--- src/hdl/svrg_pkg.sv ---
// Shared types and constants for the stereo vocal remover with noise gate.
// Holds register indexes, mode codes, fixed widths and the controller/datapath
// command and status structs. No dependencies.
package svrg_pkg;

    // Default values for the top-level parameters.
    localparam int SAMPLE_WIDTH_DEF   = 24;
    localparam int GAIN_FRAC_BITS_DEF = 16;

    // Fixed widths of the configuration registers.
    localparam int MODE_WIDTH      = 3;
    localparam int GAIN_REG_WIDTH  = 17;
    localparam int THR_WIDTH       = 23;
    localparam int CFG_INDEX_WIDTH = 3;
    localparam int CFG_DATA_WIDTH  = 23;

    // Lowpass state and its coefficient, 0.02 in Q0.16.
    localparam int LP_WIDTH     = 32;
    localparam int LP_COEF      = 1311;
    localparam int LP_COEF_BITS = 16;

    localparam logic [GAIN_REG_WIDTH-1:0] VOCAL_STRENGTH_RESET = 17'd52429;

    // Register indexes on the configuration port.
    localparam logic [CFG_INDEX_WIDTH-1:0] CFG_KARAOKE_MODE   = 3'd0;
    localparam logic [CFG_INDEX_WIDTH-1:0] CFG_VOCAL_STRENGTH = 3'd1;
    localparam logic [CFG_INDEX_WIDTH-1:0] CFG_GATE_ENABLE    = 3'd2;
    localparam logic [CFG_INDEX_WIDTH-1:0] CFG_GATE_THRESHOLD = 3'd3;
    localparam logic [CFG_INDEX_WIDTH-1:0] CFG_GATE_STRENGTH  = 3'd4;

    // Karaoke treatments.
    typedef enum logic [MODE_WIDTH-1:0] {
        MODE_OFF      = 3'd0,
        MODE_REMOVE   = 3'd1,
        MODE_ISOLATE  = 3'd2,
        MODE_EXTRACT  = 3'd3,
        MODE_ADVANCED = 3'd4
    } mode_t;

    // Operand pairs for the shared multiplier.
    typedef enum logic [2:0] {
        MUL_LPL,
        MUL_LPR,
        MUL_MID,
        MUL_GATE_L,
        MUL_GATE_R
    } mul_sel_t;

    // Commands from the controller to the datapath.
    typedef struct packed {
        logic     load_in;
        logic     mul_en;
        mul_sel_t mul_sel;
        logic     upd_lpl;
        logic     upd_lpr;
        logic     load_res;
        logic     gate_l;
        logic     gate_r;
        logic     load_out;
    } svrg_cmd_t;

    // Status from the datapath to the controller.
    typedef struct packed {
        logic [MODE_WIDTH-1:0] mode;
        logic                  gate_hit;
    } svrg_status_t;

endpackage

--- src/hdl/svrg_ctrl.sv ---
// Controller state machine for the stereo vocal remover gate.
// Sequences the shared multiplier steps and owns both stream handshakes.
// Depends on svrg_pkg.
module svrg_ctrl
    import svrg_pkg::*;
(
    input  logic         aclk,
    input  logic         aresetn,
    input  logic         s_tvalid,
    output logic         s_tready,
    output logic         m_tvalid,
    input  logic         m_tready,
    input  svrg_status_t status,
    output svrg_cmd_t    cmd
);

    typedef enum logic [3:0] {
        S_IDLE,
        S_LPL,
        S_LPR,
        S_LPW,
        S_MID,
        S_RES,
        S_GCHK,
        S_GR,
        S_GW,
        S_DONE
    } state_t;

    state_t state_reg, state_next;
    logic   s_tready_reg;
    logic   m_tvalid_reg;
    logic   accept;
    logic   out_free;

    assign s_tready = s_tready_reg;
    assign m_tvalid = m_tvalid_reg;
    assign accept   = s_tvalid && s_tready_reg;
    assign out_free = !m_tvalid_reg || m_tready;

    // Next state and datapath commands.
    always_comb begin
        state_next  = state_reg;
        cmd         = '0;
        cmd.mul_sel = MUL_MID;
        case (state_reg)
            S_IDLE: begin
                if (accept) begin
                    cmd.load_in = 1'b1;
                    case (status.mode)
                        MODE_ADVANCED: state_next = S_LPL;
                        MODE_REMOVE:   state_next = S_MID;
                        MODE_ISOLATE:  state_next = S_MID;
                        default:       state_next = S_RES;
                    endcase
                end
            end
            S_LPL: begin
                cmd.mul_en  = 1'b1;
                cmd.mul_sel = MUL_LPL;
                state_next  = S_LPR;
            end
            S_LPR: begin
                cmd.upd_lpl = 1'b1;
                cmd.mul_en  = 1'b1;
                cmd.mul_sel = MUL_LPR;
                state_next  = S_LPW;
            end
            S_LPW: begin
                cmd.upd_lpr = 1'b1;
                state_next  = S_MID;
            end
            S_MID: begin
                cmd.mul_en  = 1'b1;
                cmd.mul_sel = MUL_MID;
                state_next  = S_RES;
            end
            S_RES: begin
                cmd.load_res = 1'b1;
                state_next   = S_GCHK;
            end
            S_GCHK: begin
                if (status.gate_hit) begin
                    cmd.mul_en  = 1'b1;
                    cmd.mul_sel = MUL_GATE_L;
                    state_next  = S_GR;
                end else begin
                    state_next = S_DONE;
                end
            end
            S_GR: begin
                cmd.gate_l  = 1'b1;
                cmd.mul_en  = 1'b1;
                cmd.mul_sel = MUL_GATE_R;
                state_next  = S_GW;
            end
            S_GW: begin
                cmd.gate_r = 1'b1;
                state_next = S_DONE;
            end
            S_DONE: begin
                if (out_free) begin
                    cmd.load_out = 1'b1;
                    state_next   = S_IDLE;
                end
            end
            default: state_next = S_IDLE;
        endcase
    end

    // State and registered handshake outputs.
    always_ff @(posedge aclk) begin
        if (!aresetn) begin
            state_reg    <= S_IDLE;
            s_tready_reg <= 1'b1;
            m_tvalid_reg <= 1'b0;
        end else begin
            state_reg    <= state_next;
            s_tready_reg <= (state_next == S_IDLE);
            if (cmd.load_out) begin
                m_tvalid_reg <= 1'b1;
            end else if (m_tready) begin
                m_tvalid_reg <= 1'b0;
            end
        end
    end

    // A pending result is never overwritten.
    a_no_overwrite: assert property (@(posedge aclk) disable iff (!aresetn)
        cmd.load_out |-> (!m_tvalid_reg || m_tready))
        else $error("output register loaded while a result is pending");

    // Ready is offered only while waiting for a new sample pair.
    a_ready_idle: assert property (@(posedge aclk) disable iff (!aresetn)
        s_tready_reg |-> (state_reg == S_IDLE))
        else $error("input ready outside the idle state");

    // An accepted transaction starts the sequence at once.
    a_accept_busy: assert property (@(posedge aclk) disable iff (!aresetn)
        accept |=> (!s_tready_reg && state_reg != S_IDLE))
        else $error("block stayed ready after accepting a pair");

    // The second gate product always follows the gate decision.
    a_gate_order: assert property (@(posedge aclk) disable iff (!aresetn)
        (state_reg == S_GR) |-> ($past(state_reg) == S_GCHK))
        else $error("gate step entered out of order");

endmodule

--- src/hdl/svrg_datapath.sv ---
// Datapath of the stereo vocal remover gate: configuration registers,
// lowpass state, one shared signed multiplier, rounding and saturation.
// Depends on svrg_pkg.
module svrg_datapath
    import svrg_pkg::*;
#(
    parameter int SAMPLE_WIDTH   = SAMPLE_WIDTH_DEF,
    parameter int GAIN_FRAC_BITS = GAIN_FRAC_BITS_DEF
) (
    input  logic                        aclk,
    input  logic                        aresetn,
    input  svrg_cmd_t                   cmd,
    output svrg_status_t                status,
    input  logic                        cfg_wr_en,
    input  logic [CFG_INDEX_WIDTH-1:0]  cfg_index,
    input  logic [CFG_DATA_WIDTH-1:0]   cfg_wdata,
    input  logic signed [SAMPLE_WIDTH-1:0] in_left,
    input  logic signed [SAMPLE_WIDTH-1:0] in_right,
    output logic signed [SAMPLE_WIDTH-1:0] out_left,
    output logic signed [SAMPLE_WIDTH-1:0] out_right
);

    localparam int SW     = SAMPLE_WIDTH;
    localparam int G      = GAIN_FRAC_BITS;
    localparam int GW     = G + 1;
    localparam int LE     = LP_WIDTH - SW;
    localparam int K      = LE + G + 1;
    localparam int COEF_W = $clog2(LP_COEF + 1);
    localparam int AW     = LP_WIDTH + 2;
    localparam int BW     = ((GW > COEF_W) ? GW : COEF_W) + 1;
    localparam int PW     = AW + BW;
    localparam int WW     = PW + 2;
    localparam int TH_REF = THR_WIDTH + 1;
    localparam int TH_UP  = (SW >= TH_REF) ? SW - TH_REF : 0;
    localparam int TH_DN  = (SW >= TH_REF) ? 0 : TH_REF - SW;

    localparam logic [GW-1:0] ONE_G = GW'(1) << G;
    localparam logic signed [WW-1:0] HALF_G1 = WW'(1) <<< G;
    localparam logic signed [WW-1:0] HALF_G  = WW'(1) <<< (G - 1);
    localparam logic signed [WW-1:0] HALF_K  = WW'(1) <<< (K - 1);
    localparam logic signed [WW-1:0] HALF_LP = WW'(1) <<< (LP_COEF_BITS - 1);
    localparam logic signed [WW-1:0] ONE_W   = WW'(1);
    localparam logic signed [WW-1:0] SW_MAX  = (WW'(1) <<< (SW - 1)) - ONE_W;
    localparam logic signed [WW-1:0] SW_MIN  = -(WW'(1) <<< (SW - 1));
    localparam logic signed [WW-1:0] LP_MAX  = (WW'(1) <<< (LP_WIDTH - 1)) - ONE_W;
    localparam logic signed [WW-1:0] LP_MIN  = -(WW'(1) <<< (LP_WIDTH - 1));
    localparam logic signed [BW-1:0] COEF_B  = BW'(LP_COEF);

    // Saturate a wide value to the sample width.
    function automatic logic signed [SW-1:0] sat_sw(input logic signed [WW-1:0] x);
        logic signed [WW-1:0] y;
        y = (x > SW_MAX) ? SW_MAX : ((x < SW_MIN) ? SW_MIN : x);
        return SW'(y);
    endfunction

    // Saturate a wide value to the lowpass width.
    function automatic logic signed [LP_WIDTH-1:0] sat_lp(input logic signed [WW-1:0] x);
        logic signed [WW-1:0] y;
        y = (x > LP_MAX) ? LP_MAX : ((x < LP_MIN) ? LP_MIN : x);
        return LP_WIDTH'(y);
    endfunction

    logic [MODE_WIDTH-1:0]     mode_reg;
    logic [GAIN_REG_WIDTH-1:0] vocal_reg;
    logic                      gate_en_reg;
    logic [THR_WIDTH-1:0]      thr_reg;
    logic [GAIN_REG_WIDTH-1:0] gate_str_reg;

    logic signed [SW-1:0]       l_reg, r_reg;
    logic signed [LP_WIDTH-1:0] lpl_reg, lpr_reg;
    logic signed [PW-1:0]       prod_reg;
    logic signed [SW-1:0]       resl_reg, resr_reg;
    logic signed [SW-1:0]       outl_reg, outr_reg;

    logic [GW-1:0]        vs_gain, gs_clamp, gate_gain;
    logic signed [AW-1:0] dl, dr, a_sel;
    logic signed [BW-1:0] b_sel;
    logic signed [WW-1:0] prod_w, lw, rw, xl, xr, mid_w;
    logic signed [SW-1:0] resl_next, resr_next;
    logic [SW-1:0]        mag_l, mag_r, lvl;
    logic [SW-2:0]        th;

    // Configuration register writes.
    always_ff @(posedge aclk) begin
        if (!aresetn) begin
            mode_reg     <= MODE_OFF;
            vocal_reg    <= VOCAL_STRENGTH_RESET;
            gate_en_reg  <= 1'b0;
            thr_reg      <= '0;
            gate_str_reg <= '0;
        end else if (cfg_wr_en) begin
            case (cfg_index)
                CFG_KARAOKE_MODE:   mode_reg     <= cfg_wdata[MODE_WIDTH-1:0];
                CFG_VOCAL_STRENGTH: vocal_reg    <= cfg_wdata[GAIN_REG_WIDTH-1:0];
                CFG_GATE_ENABLE:    gate_en_reg  <= cfg_wdata[0];
                CFG_GATE_THRESHOLD: thr_reg      <= cfg_wdata[THR_WIDTH-1:0];
                CFG_GATE_STRENGTH:  gate_str_reg <= cfg_wdata[GAIN_REG_WIDTH-1:0];
                default: ;
            endcase
        end
    end

    // Gains clamped to one; the gate gain is one minus its strength.
    assign vs_gain   = (32'(vocal_reg) > 32'(ONE_G)) ? ONE_G : GW'(vocal_reg);
    assign gs_clamp  = (32'(gate_str_reg) > 32'(ONE_G)) ? ONE_G : GW'(gate_str_reg);
    assign gate_gain = ONE_G - gs_clamp;

    // High-pass differences against the current lowpass state.
    assign dl = (AW'(l_reg) <<< LE) - AW'(lpl_reg);
    assign dr = (AW'(r_reg) <<< LE) - AW'(lpr_reg);

    // Operand selection for the shared multiplier.
    always_comb begin
        case (cmd.mul_sel)
            MUL_LPL: begin
                a_sel = dl;
                b_sel = COEF_B;
            end
            MUL_LPR: begin
                a_sel = dr;
                b_sel = COEF_B;
            end
            MUL_GATE_L: begin
                a_sel = AW'(resl_reg);
                b_sel = signed'(BW'(gate_gain));
            end
            MUL_GATE_R: begin
                a_sel = AW'(resr_reg);
                b_sel = signed'(BW'(gate_gain));
            end
            default: begin
                a_sel = (mode_reg == MODE_ADVANCED) ? (dl + dr)
                                                    : (AW'(l_reg) + AW'(r_reg));
                b_sel = signed'(BW'(vs_gain));
            end
        endcase
    end

    // Input capture and product register.
    always_ff @(posedge aclk) begin
        if (cmd.load_in) begin
            l_reg <= in_left;
            r_reg <= in_right;
        end
        if (cmd.mul_en) begin
            prod_reg <= a_sel * b_sel;
        end
    end

    assign prod_w = WW'(prod_reg);
    assign lw     = WW'(l_reg);
    assign rw     = WW'(r_reg);

    // Lowpass state: lp plus the rounded coefficient product, saturated.
    always_ff @(posedge aclk) begin
        if (!aresetn) begin
            lpl_reg <= '0;
            lpr_reg <= '0;
        end else begin
            if (cmd.upd_lpl) begin
                lpl_reg <= sat_lp(WW'(lpl_reg) + ((prod_w + HALF_LP) >>> LP_COEF_BITS));
            end
            if (cmd.upd_lpr) begin
                lpr_reg <= sat_lp(WW'(lpr_reg) + ((prod_w + HALF_LP) >>> LP_COEF_BITS));
            end
        end
    end

    // Treatment results, each rounded once with halves toward plus infinity; off mode passes the inputs through.
    always_comb begin
        xl    = '0;
        xr    = '0;
        mid_w = '0;
        case (mode_reg)
            MODE_REMOVE: begin
                xl = ((((lw <<< 1) + lw - rw)) <<< G) - prod_w;
                xr = ((((rw <<< 1) + rw - lw)) <<< G) - prod_w;
                resl_next = sat_sw((xl + HALF_G1) >>> (G + 1));
                resr_next = sat_sw((xr + HALF_G1) >>> (G + 1));
            end
            MODE_ISOLATE: begin
                mid_w     = (prod_w + HALF_G1) >>> (G + 1);
                resl_next = sat_sw(mid_w);
                resr_next = sat_sw(mid_w);
            end
            MODE_EXTRACT: begin
                mid_w     = (lw + rw + ONE_W) >>> 1;
                resl_next = sat_sw(mid_w);
                resr_next = sat_sw(mid_w);
            end
            MODE_ADVANCED: begin
                xl = (lw <<< K) - prod_w;
                xr = (rw <<< K) - prod_w;
                resl_next = sat_sw((xl + HALF_K) >>> K);
                resr_next = sat_sw((xr + HALF_K) >>> K);
            end
            default: begin
                resl_next = l_reg;
                resr_next = r_reg;
            end
        endcase
    end

    // Result registers, then the gate products written back over them.
    always_ff @(posedge aclk) begin
        if (cmd.load_res) begin
            resl_reg <= resl_next;
            resr_reg <= resr_next;
        end else begin
            if (cmd.gate_l) begin
                resl_reg <= sat_sw((prod_w + HALF_G) >>> G);
            end
            if (cmd.gate_r) begin
                resr_reg <= sat_sw((prod_w + HALF_G) >>> G);
            end
        end
        if (cmd.load_out) begin
            outl_reg <= resl_reg;
            outr_reg <= resr_reg;
        end
    end

    // Gate decision: peak magnitude against the rescaled threshold.
    assign mag_l = resl_reg[SW-1] ? SW'(-resl_reg) : SW'(resl_reg);
    assign mag_r = resr_reg[SW-1] ? SW'(-resr_reg) : SW'(resr_reg);
    assign lvl   = (mag_l > mag_r) ? mag_l : mag_r;
    assign th    = (SW-1)'((32'(thr_reg) << TH_UP) >> TH_DN);

    assign status.mode     = mode_reg;
    assign status.gate_hit = gate_en_reg && (lvl < {1'b0, th});

    assign out_left  = outl_reg;
    assign out_right = outr_reg;

endmodule

--- src/hdl/stereo_vocal_remover_gate.sv ---
// Top level of the stereo vocal remover with noise gate.
// Joins the controller and the datapath; depends on svrg_pkg, svrg_ctrl
// and svrg_datapath.
//
// Usage: one stereo sample pair enters per transaction on the s_ channel and
// one processed pair leaves per transaction on the m_ channel. Registers are
// written through cfg_wr_en, cfg_index and cfg_wdata while no pair is in work.
// Sequence: off and center extraction modes go straight to the result step,
// removal and isolation first take the mid gain product, and advanced removal
// first takes the two lowpass products and then the mid gain; the two gate
// products follow whenever the noise gate attenuates the pair. The single
// shared multiplier serves the two lowpass updates, the mid gain and the two
// gate products one after another. The result becomes valid in the same cycle
// that s_tready returns, once the output register is free.
// The result sits in an output register, so a new pair is accepted while the
// previous result still waits; if the receiver keeps m_tready low, the block
// finishes the next pair and then holds it until the register frees up.
// Reset (aresetn low at a clock edge) clears the registers to their defaults,
// zeroes the lowpass state and drops m_tvalid; s_tready is high after reset.
module stereo_vocal_remover_gate
    import svrg_pkg::*;
#(
    parameter int SAMPLE_WIDTH   = SAMPLE_WIDTH_DEF,
    parameter int GAIN_FRAC_BITS = GAIN_FRAC_BITS_DEF,
    localparam int TDATA_WIDTH   = ((2 * SAMPLE_WIDTH + 7) / 8) * 8
) (
    input  logic                       aclk,
    input  logic                       aresetn,
    input  logic                       s_tvalid,
    output logic                       s_tready,
    input  logic [TDATA_WIDTH-1:0]     s_tdata,   // left_sample, right_sample
    output logic                       m_tvalid,
    input  logic                       m_tready,
    output logic [TDATA_WIDTH-1:0]     m_tdata,   // left_result, right_result
    input  logic                       cfg_wr_en,
    input  logic [CFG_INDEX_WIDTH-1:0] cfg_index,
    input  logic [CFG_DATA_WIDTH-1:0]  cfg_wdata
);

    svrg_cmd_t                      cmd;
    svrg_status_t                   status;
    logic signed [SAMPLE_WIDTH-1:0] out_left, out_right;

    svrg_ctrl u_ctrl (
        .aclk     (aclk),
        .aresetn  (aresetn),
        .s_tvalid (s_tvalid),
        .s_tready (s_tready),
        .m_tvalid (m_tvalid),
        .m_tready (m_tready),
        .status   (status),
        .cmd      (cmd)
    );

    svrg_datapath #(
        .SAMPLE_WIDTH   (SAMPLE_WIDTH),
        .GAIN_FRAC_BITS (GAIN_FRAC_BITS)
    ) u_datapath (
        .aclk      (aclk),
        .aresetn   (aresetn),
        .cmd       (cmd),
        .status    (status),
        .cfg_wr_en (cfg_wr_en),
        .cfg_index (cfg_index),
        .cfg_wdata (cfg_wdata),
        .in_left   (s_tdata[SAMPLE_WIDTH-1:0]),
        .in_right  (s_tdata[2*SAMPLE_WIDTH-1:SAMPLE_WIDTH]),
        .out_left  (out_left),
        .out_right (out_right)
    );

    // Pack the result pair, left in the low bits, zero padding on top.
    assign m_tdata = TDATA_WIDTH'({out_right, out_left});

endmodule
--- config.mk ---
export PLATFORM = sky130hd
export DESIGN_NAME = stereo_vocal_remover_gate
export DESIGN_NICKNAME = d
export VERILOG_FILES = /design/src/hdl/svrg_pkg.sv /design/src/hdl/svrg_ctrl.sv /design/src/hdl/svrg_datapath.sv /design/src/hdl/stereo_vocal_remover_gate.sv
export SDC_FILE = /design/constraint.sdc
export NUM_CORES = 2
export LEC_CHECK = 0
export BUFFER_PORTS_ARGS = -buffer_cell sky130_fd_sc_hd__buf_2
export CORE_AREA = 2 2 349 351
export CTS_CLUSTER_SIZE = 40
export DETAILED_ROUTE_END_ITERATION = 10
export DIE_AREA = 0 0 351 353
export PLACE_DENSITY = 0.75
export SLEW_MARGIN = 10
export SYNTH_ARGS = -nofsm -noshare
export SYNTH_HDL_FRONTEND = slang
export SYNTH_SLANG_ARGS = --single-unit
--- constraint.sdc ---
create_clock -name aclk -period 15.8 [get_ports aclk]
set_input_delay 0 -clock aclk [delete_from_list [all_inputs] [get_ports aclk]]
set_output_delay 0 -clock aclk [all_outputs]
set_load 0.02 [all_outputs]
======== Yosys cells after proc, flatten, opt, wreduce, memory -nomap -nowiden ========
Cells that the tools add are included.
word-level totals
  register bits after elaboration ......... 327
  bits in latches ......................... 0
  bits in writable memories ............... 0
  memory bits (read-only) ................. 0
  input bits .............................. 79
  output and inout bits ................... 50
  logic and storage cells ................. 154
  memories ................................ 0
operators by class
  $add $sub $neg .......................... 25
  multiply operators ...................... 1
  div/mod/pow operators ................... 0
  magnitude comparators ................... 22
  eq/ne operators ......................... 20
  shifts and indexed selects .............. 0
  multiplexer cells ....................... 50
  bitwise gates (word level) .............. 0
  reductions and logical operators ........ 19
operators by type and width
  operator                  number
  $mux W24                  21
  $pmux W24 S4              2
  $pmux W34 S4              1
  $mux W32                  4
  $gt A37 B24 Y1 const B    3
  $lt A37 B24 Y1 const B    3
  $add A53 B26 Y54 const B  2
  $add A54 B18 Y54 const B  2
  $sub A54 B52 Y54          2
  $sub A49 B52 Y53          2
  $add A32 B37 Y38          2
  $gt A38 B32 Y1 const B    2
  $lt A38 B32 Y1 const B    2
  $sub A32 B32 Y33          2
  $gt A29 B24 Y1 const B    2
  $lt A29 B24 Y1 const B    2
  $sub A26 B24 Y27          2
  $add A52 B17 Y53 const B  1
  $add A52 B18 Y53 const B  1
  $gt A53 B24 Y1 const B    1
  $lt A53 B24 Y1 const B    1
  $add A25 B24 Y26          2
  $mul A34 B18 Y52          1
  $add A24 B24 Y25          2
  other kinds (32)          72

======== Logic depth before layout (Yosys ltp) ========
  word-level depth ........................ 12
  gate-level depth with buffers ........... 62
  gate-level depth less buffers ........... 57

======== By module ========
A second synthesis with hierarchy kept.
second synthesis, totals
  cells, all modules ...................... 7090
  area total of the unflattened synthesis .. 58615.0 um^2
by module, submodules not included
  module         instances  cells an instance  area each (um^2)  seq. area each (um^2)
  svrg_datapath  1          7032               58100.7           8388.0
  svrg_ctrl      1          58                 514.2             120.1

======== Worst setup path before layout ========
OpenSTA, ideal clock, no wires.
  path type ............................... register to register
  start ................................... register u_datapath.resr_reg[2]
  end ..................................... register u_datapath.prod_reg[49] (data pin)
  setup time .............................. 0.258 ns
  data arrival time ....................... 12.981 ns
  data required time ...................... 15.542 ns
  slack ................................... 2.561 ns
  cell stages (with the launch flop) ...... 56
  path buffers ............................ 4
  clock period less this slack ............ 13.239 ns
  cells stage by stage .................... edfxtp_1 or3_1 or3b_1 or3_4 or3_4 o21ai_0 xor2_1 ha_1 a21o_1 a21o_1 a21oi_1 nor2_1 a211oi_1 a31o_2 buf_2 buf_1 nor2_1 a21oi_1 [... 20 more ...] fa_1 inv_1 fa_1 inv_1 ha_1 a21o_1 a21o_1 a21oi_1 o21ai_0 or3_1 o22ai_1 a21oi_1 a21bo_2 a31o_2 and4_1 o31ai_1 nor2b_1 xnor2_1
on the way
  word-level cells in the longest chain between the ends .. 12
  elaborated cells on any way between the ends .. 17
  those cells by class .................... add/sub (1); mul (1); order compare (2); eq/ne (3); mux (6); reduce/logical (4)
RTL lines
  item                                  RTL line              source
  start, declared                       svrg_datapath.sv:72   logic signed [SW-1:0] resl_reg, resr_reg;
  start signal, assigned                svrg_datapath.sv:208  resr_reg <= resr_next;
  start signal, assigned                svrg_datapath.sv:214  resr_reg <= sat_sw((prod_w + HALF_G) >>> G);
  $neg A24 Y24                          svrg_datapath.sv:225  assign mag_r = resr_reg[SW-1] ? SW'(-resr_reg) : SW'(resr_reg);
  $mux W24                              svrg_datapath.sv:225
  $gt A24 B24 Y1                        svrg_datapath.sv:226  assign lvl = (mag_l > mag_r) ? mag_l : mag_r;
  $mux W24                              svrg_datapath.sv:226
  $lt A24 B23 Y1                        svrg_datapath.sv:230  assign status.gate_hit = gate_en_reg && (lvl < {1'b0, th});
  $logic_and A1 B1 Y1                   svrg_datapath.sv:230
  $mux W4                               svrg_ctrl.sv:83       if (status.gate_hit) begin
  $pmux W4 S5                           svrg_ctrl.sv:46       case (state_reg)
  $eq A3 B2 Y1 (tied with other cells)  svrg_datapath.sv:114  case (cmd.mul_sel)
  $reduce_or A2 Y1 (no source line)     --
  $pmux W17 S2                          svrg_datapath.sv:114
  $mul A34 B18 Y52 (*)                  svrg_datapath.sv:146  prod_reg <= a_sel * b_sel;
  end signal, assigned                  svrg_datapath.sv:146
  end, declared                         svrg_datapath.sv:71   logic signed [PW-1:0] prod_reg;
Every way passes the cells marked *; elsewhere a longest branch is shown, timed or not.
A chain may end at the register's enable or synchronous reset.

======== Worst setup path in the final report ========
  start ................................... register u_datapath.resr_reg[0]
  end ..................................... register u_datapath.prod_reg[49] (data pin)
Same word-level chain as after synthesis.

==> flow_summary.ini <==
[synthesis]
synth_top_area_frac = 0.203
yosys.area.top_type = fa_1
synth_most_common_cell = inv_1
synth_xor_xnor_area_share = 0.0732
synth_edf_count = 196
syn_nets = 8556
yosys_warnings = 0
synth_seq_cells = 327
synthArstFlopShare = 0
avgSynthCellArea_um2 = 8.20
netlist_top_cells_count = inv_1 (1024), nand2_1 (805), ha_1 (606)
synth-main-ff-cell = edfxtp_1
yosysSeqAreaShare = 0.143
netlist_area_mm2 = 0.0596
synth_compound_area_frac = 0.195
synthSimpleGateAreaFrac = 0.173
synthMuxAreaShare = 0.00195
netlist_instances = 7267
synth.area.top_cells = fa_1 (20%), ha_1 (13%), edfxtp_1 (9.9%)
synth_top_family_by_area = adder cells
synth_cell_type_count = 120
synth_fa_ha_area_frac = 0.330

[timing]
hold_viol_final = 0
period_minus_slack_ps = 14860
setup_viol = 0
finalCritPeriodShare = 0.940
tightest_slew_ps = 1340
fin_tns_setup_ps = 0
relSlewSlack = 0.101
max_freq_mhz = 67.3
fin_skew_ps = 27.3
drv_slew = 0
rsz0062_at_grt = no

[finish]
fin_nets = 8658
final_layout_size_suffix_gt1_frac = 0.0605
multi_input_area_mm2 = 0.0462
nFillCells = 11300
area_delta_synth_final_pct = 7.95
regArea_mm2 = 0.00851
largest_register_ffs = 52

[clocking]
cts_tree = yes
clkLatencyLatePin_ps = 630
clock_path_buffers = 3
cts_root_buffer = clkbuf_16
cts_buffers = 40
htreeDepth = 2
path_clk_slew_ps = 60
post-cts-setup-buffers = 0
clkSinkCount = 327

[critical_path]
path_buf_inv = 8
slowest_delay_ps = 690
critPathCaptureType = flop
crit_family = compound AO/OA/AOI/OAI gates
critPathKind = flop to flop
cp_max_fo = 28
crit_slowest_cell = a22oi_2
required_ps = 16160
crit_top_cell = fa_1
setup.worst_path.start_class = flop
crit_arrival_ps = 15220

[global_route]
grt_usage = 0.348
grt_pass1_vias = 53700
grt_max_degree = 68
grt_pass1_wl_um = 328000
grt_antenna_before_repair = 5
overflow = 0

[floorplan]
io_pins = 129
fp-row-count = 128
initial_core_util = 0.494
core_area_mm2 = 0.121
die_y_um = 353
die_w_um = 351
fp.dieArea_mm2 = 0.124

[route]
met2WireLength_um = 93000
post_drt_wl_per_cell_um = 24.1
topRoutingLayerUsed = met4
wl_met1_um = 87200
wl_met3_um = 20400
drt-total-wl_um = 218000
vias = 55300
first_pass_iters = 10
ant_nets = 0
drtIter0Drc = 6013
drc = 0
via_per_inst = 6.12

[placement]
io_buffers = 128
place_congestion = 1.04
hpwl_um = 177000

[job]
maxCapViolCount = 0

[worst_hold_path]
min-delay-path-class = primary input to flop

[status]
outcome = complete, no violations
[layout by cell type, fill, tap and decap left out, drive strengths merged, types with 245 or more instances in the layout]
cell   synthesis  routed
fa           604     604
nand2        805     805
nor2         558     558
xnor2        340     340
a21oi        492     492
o21ai        331     331
buf           80     245
inv         1025    1029
ha           606     606
[per-layer routing]
| layer | vias to the layer above | global-route usage |
|---|---|---|
| li1 | 24900 | - |
| met1 | 26900 | 0.463 |
| met2 | 2845 | 0.523 |
| met3 | 645 | 0.0609 |
| met4 | 0 | 0.222 |
| met5 | - | 0 |
[logic make-up after synthesis]
logic type / count (synthesis)
AOI/OAI and AO/OA: 1720
adders and majority gates: 1210
buffers and inverters: 1292
xor gates and xnor gates: 498
DFF: 327
and+or+nand+nor: 2209
muxes: 11
[worst min-delay path: stages]
cell	delay, ps
buf_2	110
nor2b_1	170
nand2_1	70
nor2_1	50
mux2i_1	130
nor2b_1	60
[stage by stage]
stage                     std cells  hold slack (ps)  utilization  setup slack, ps  area, um^2
final                          9029             39.6        0.533              943       64300
after global routing           9026             85.3        0.533             34.3       64300
after CTS                      9026             8.27        0.533              797       64300
after detailed placement       8870              178        0.515              854       62100
after global placement         8870              176        0.515             1040       62100
after floorplan                7267             98.9            -             2560       59600
[timing repair]
item,in CTS,in global routing
setup endpoints to repair,0,3
hold endpoints to repair,115,0
hold buffers,82,0
gates resized for setup,0,4
[worst paths after layout]
check                                             from                       to  slack [ps]  depth (start not counted)
worst min register to register        u_datapath.th[2]         u_datapath.th[2]         470                          2
worst min-delay path                         cfg_wr_en   u_datapath.gate_en_reg          40                          6
worst max register to register  u_datapath.resr_reg[0]  u_datapath.prod_reg[49]         940                         55
worst max-delay path            u_datapath.resr_reg[0]  u_datapath.prod_reg[49]         940                         55
[layout make-up]
cell class              instances  share of cell area
inverters                    1025              0.0598
repair buffers                327              0.0364
clock buffers                  52              0.0171
diodes                          3            0.000117
well taps                    1625              0.0316
multi-input cells            5648               0.719
flip-flops and latches        327               0.132
clock inverters                22             0.00360
Power is not shown: default switching activity piles up to over one toggle a cycle in this logic, so the estimate is an artifact.
